$ cat config.mk
export PLATFORM = sky130hd
export DESIGN_NAME = bth_ram
export DESIGN_NICKNAME = d
export VERILOG_FILES = /design/src/hdl/bth_ram.sv
export SDC_FILE = /design/constraint.sdc
export NUM_CORES = 1
export LEC_CHECK = 0
export BUFFER_PORTS_ARGS = -buffer_cell sky130_fd_sc_hd__buf_2
export CORE_MARGIN = 1.5
export CORE_UTILIZATION = 45
export DETAILED_ROUTE_END_ITERATION = 6
export PLACE_DENSITY_LB_ADDON = 0.08
export SETUP_SLACK_MARGIN = 0.05
export SYNTH_ARGS = -nofsm -noshare
export SYNTH_HDL_FRONTEND = slang
export SYNTH_SLANG_ARGS = --single-unit
$ cat constraint.sdc
create_clock -name clk -period 2.25 [get_ports clk]
set_input_delay 0.3375 -clock clk [delete_from_list [all_inputs] [get_ports clk]]
set_output_delay 0.3375 -clock clk [all_outputs]
set_load 0.05 [all_outputs]
$ cat src/hdl/bth_ram.sv
`default_nettype none

module bth_ram #(
  parameter int WIDTH = 8,
  parameter int DEPTH = 16
) (
  input  wire logic                     clk,
  input  wire logic                     we,
  input  wire logic [$clog2(DEPTH)-1:0] waddr,
  input  wire logic [WIDTH-1:0]         wdata,
  input  wire logic                     re,
  input  wire logic [$clog2(DEPTH)-1:0] raddr,
  output      logic [WIDTH-1:0]         rdata
);

  logic [WIDTH-1:0] mem [DEPTH];

  always_ff @(posedge clk) begin
    if (we) begin
      mem[waddr] <= wdata;
    end
    if (re) begin
      rdata <= mem[raddr];
    end
  end

endmodule

`default_nettype wire
### Word-level counts from Yosys, hierarchy flattened

Memory sizes are Yosys's and may differ from the RTL's. A register that Yosys moved wholly into a read port is not among the register bits.
Cells that the tools add are included.

| storage, ports and cells | value |
|---|---|
| register bits after elaboration | 0 |
| bits in latches | 0 |
| RAM bits | 128 |
| bits in read-only memories | 0 |
| input port bits | 19 |
| output and inout port bits | 8 |
| memories | 1 |

Memory list:

| memory | depth | width | read ports | clocked after Yosys merged registers in | write ports | RTL line | source |
|---|---|---|---|---|---|---|---|
| mem | 16 | 8 | 1 | 1 | 1 | 16 | `logic [WIDTH-1:0] mem [DEPTH];` |

| cells by class | value |
|---|---|
| add/subtract/negate cells | 0 |
| $mul | 0 |
| divide/modulo/power cells | 0 |
| order comparisons | 0 |
| equality and inequality tests | 0 |
| shift operators | 0 |
| muxes and demuxes | 2 |
| bitwise logic cells | 0 |
| reductions and logical operators | 0 |

Operator list:

| cell | count |
|---|---|
| 1-bit 2-to-1 mux | 2 |

### Logic depth before layout (Yosys ltp)

| logic depth | value |
|---|---|
| depth after elaboration | 2 |
| gate-level depth with buffers | 5 |
| depth with buffers taken out | 3 |

### Worst setup path before layout

Ideal clock, no wire load.

| timing path | value |
|---|---|
| kind | input-to-reg |
| start point | input port waddr[2] |
| end point | memory mem[0][0] (enable) |
| data arrival time | 1.447 ns |
| data required time | 1.867 ns |
| slack | 0.420 ns |
| cell stages on the path | 2 |
| buffers on the path | 0 |
| cell sequence | or3b_2 nor3_1 |

RTL lines:

| element | RTL line | source |
|---|---|---|
| start: declaration | 9 | `input wire logic [$clog2(DEPTH)-1:0] waddr,` |
| end: declaration | 16 |  |

Straight into the memory's write port.

==> impl_summary.txt <==
----------------------------------------------------
[Clocking]
  Post-cts repair resize count ... 0
  CTS clk-pin slew, worst paths ... 50 ps
  Hold buffer count at cts ... 0
  Clock tree from TritonCTS ... built
  Cell at the root of the clock tree ... sky130_fd_sc_hd__clkbuf_16
  Number of levels in the clock H-tree ... 4
  Number of clock sinks ... approximately 140
  Maximum root-to-sink buffer count ... 2
  Post-CTS setup buffers ... 0
  Num CTS Buffers ... 17
  Clock insertion delay at the later pin of the skew report ... approximately 420 ps

[Critical path]
  Crit-path slowest cell ... sky130_fd_sc_hd__mux4_2
  Kind of end point of the critical path ... flip-flop
  Crit path cell chain ... mux4_2, a22oi_1, nand2_1
  Critical path buffers and inverters ... 0
  Launching element type of the critical path ... flip-flop
  Crit path max fanout ... 1
  Arr. time, crit path ... 1710 ps
  Stage delay of the slowest cell on the critical path ... between 400 and 500 ps
  Critical path's top delay family ... multiplexers
  Flop2flop setup slack ... about 690 ps
  Path type of the worst setup path ... reg2reg
  Required time of the worst setup path ... 2400 ps

[Timing]
  Worst hold slack ... 297 ps
  Setup repair after global routing missed its margin ... no
  Post-route setup slack ... 690 ps
  Final hold violations ... 0
  Final setup violation count ... 0
  TNS Setup ... 0 ps
  Achievable frequency ... about 640 MHz
  Fin. max-slew vios ... 0
  Slew HR ... 0.728
  Least-Margin Pin Slew ... a little over 400 ps
  Clock tree skew after final layout ... 9.19 ps
  Part of the cycle the worst path needs ... 0.693
  Minimum period implied by the final worst setup slack ... around 1600 ps

[Synthesis]
  Yosys warns ... 0
  Mean instance size in the synthesized netlist ... roughly 23 sq um
  Cell count after synthesis ... approximately 230
  Post-synthesis net count ... 248
  Distinct cell type count of the synthesized netlist ... 18
  Post-Synthesis Cell Area ... around 5200 sq um
  Synthesized flop and latch total ... around 140
  Portion of the post-synthesis area used by sequential elements ... 0.781

[Hold path]
  Type of the worst min-delay path ... in2reg

[Detailed routing]
  Final antenna-violating net count ... 0
  Per-cell routed wire length ... 23.3 um
  Vias per inst ... 5.64
  Detailed-route DRC error count ... 0
  Number of DRC markers after the initial detailed-route iteration ... about 120
  Routed wire length ... about 10 mm
  Detailed-routing iteration count for the pre-antenna-repair pass ... 4
  Vias ... between 2000 and 2500

[Global route]
  Pin count of the biggest net entering global routing ... 24
  Initial antenna violation count ... 0
  Total congestion overflow after global routing ... 0
  Global-route wire length before repair ... roughly 16 mm
  Number of global-route vias before repair ... about 2500
  Global router's overall resource usage ... 0.185

[Power]
  Leakage power ... a little over 2 nW
  PwrDens ... around 890 nW/um^2
  IR drop worst, VDD ... between 600 and 700 uV
  Total power of the final layout ... about 0.0054 W

[Final layout]
  Fin nets ... about 310
  Area growth from synthesis to final layout ... 17.0%
  Layout cells sized above 1 ... 0.293
  Antenna cell count ... 0

[Outcome]
  Result of the run ... finished, final reports clean

[Placed design]
  Port Buffers ... 26
  Worst slack at placement ... between 300 and 400 ps
  Routability congestion estimate ... around 0.7
  DP HPWL ... around 6.6 mm

[Floorplanning]
  Effective utilization at floorplan ... 0.460
  Die area ... about 12000 sq um
  Die extent in x ... ~110 um
  Die Y-Extent ... approximately 110 um
  Number of core rows ... 39
  Top-Level Pins ... 27
  Placeable core area ... between 10000 and 15000 sq um

[Job]
  # Max-Cap Violations ... 0

----------------------------------------------------
==> synthesized netlist by cell type <==
master	count	area, sq um
sky130_fd_sc_hd__a22oi_1	16	120
sky130_fd_sc_hd__and2_1	1	6.26
sky130_fd_sc_hd__and2b_1	1	7.51
sky130_fd_sc_hd__buf_2	3	15.0
sky130_fd_sc_hd__buf_4	1	7.51
sky130_fd_sc_hd__buf_6	3	33.8
sky130_fd_sc_hd__clkdlybuf4s25_2	3	30.0
sky130_fd_sc_hd__edfxtp_1	136	4080
sky130_fd_sc_hd__mux4_1	14	368
sky130_fd_sc_hd__mux4_2	18	405
sky130_fd_sc_hd__nand2_1	9	33.8
sky130_fd_sc_hd__nand2b_1	2	12.5
sky130_fd_sc_hd__nand3_1	1	5.00
sky130_fd_sc_hd__nand3b_1	2	15.0
sky130_fd_sc_hd__nor2_1	13	48.8
sky130_fd_sc_hd__nor2b_1	1	6.26
sky130_fd_sc_hd__nor3_1	4	20.0
sky130_fd_sc_hd__or3b_2	1	8.76
==> registers in the layout, summed over array words and instances, names as in the netlist <==
signal / cells
rdata: 8
mem: 128
==> metrics by stage <==
step / area [sq um] / std cells / util
final: 6120 / 440 / 0.538
after global routing: 6120 / 440 / 0.538
after floorplan: 5230 / 229 / -
after global placement: 5640 / 410 / 0.496
after detailed placement: 5640 / 410 / 0.496
after CTS: 6120 / 440 / 0.538
==> worst paths after layout <==
check                                start       end  cells after the start
worst max-delay path             mem[3][6]  rdata[6]                      3
worst min-delay path                    re  rdata[7]                      1
worst max register to register   mem[3][6]  rdata[6]                      3
worst min register to register  mem[14][4]  rdata[4]                      3
==> cell families (layout without fill, tap and decap cells) <==
kind of cell | after synthesis | count (layout) | share of synthesized area
buf+inv | 10 | 78 | 0.0165
flops | 136 | 136 | 0.781
compound gates | 16 | 16 | 0.0230
simple gates | 35 | 35 | 0.0314
mux | 32 | 32 | 0.148
==> area by class of cell <==
class	instances	area [sq um]
Fill cell	881	5250
Sequential cell	136	4080
Multi-Input combinational cell	83	1060
Clock buffer	22	444
Timing Repair Buffer	48	320
Tap cell	143	179
Clock inverter	8	33.8
==> placed cells by master (no fill, tap or decap), types with 9 or more instances in the layout <==
cell type	n
sky130_fd_sc_hd__nand2_1	9
sky130_fd_sc_hd__a22oi_1	16
sky130_fd_sc_hd__clkbuf_16	17
sky130_fd_sc_hd__mux4_2	18
sky130_fd_sc_hd__nor2_1	13
sky130_fd_sc_hd__buf_2	26
sky130_fd_sc_hd__edfxtp_1	136
sky130_fd_sc_hd__mux4_1	14
sky130_fd_sc_hd__buf_4	20
==> routing by layer <==
| metal | track usage | vias up | routed length [um] |
|---|---|---|---|
| met5 | 0 | - | 0 |
| met4 | 0.0872 | 0 | 195 |
| met3 | 0.0508 | 17 | 443 |
| met2 | 0.262 | 75 | 4680 |
| met1 | 0.270 | 1290 | 4950 |
| li1 | - | 1099 | - |
==> power by group <==
part | internal (W) | switching (W)
clock network | 0.00136 | 0.000899
logic | 0.000114 | 0.000195
registers | 0.00286 | 0.0000140
Power figures use the tool's default switching activity.
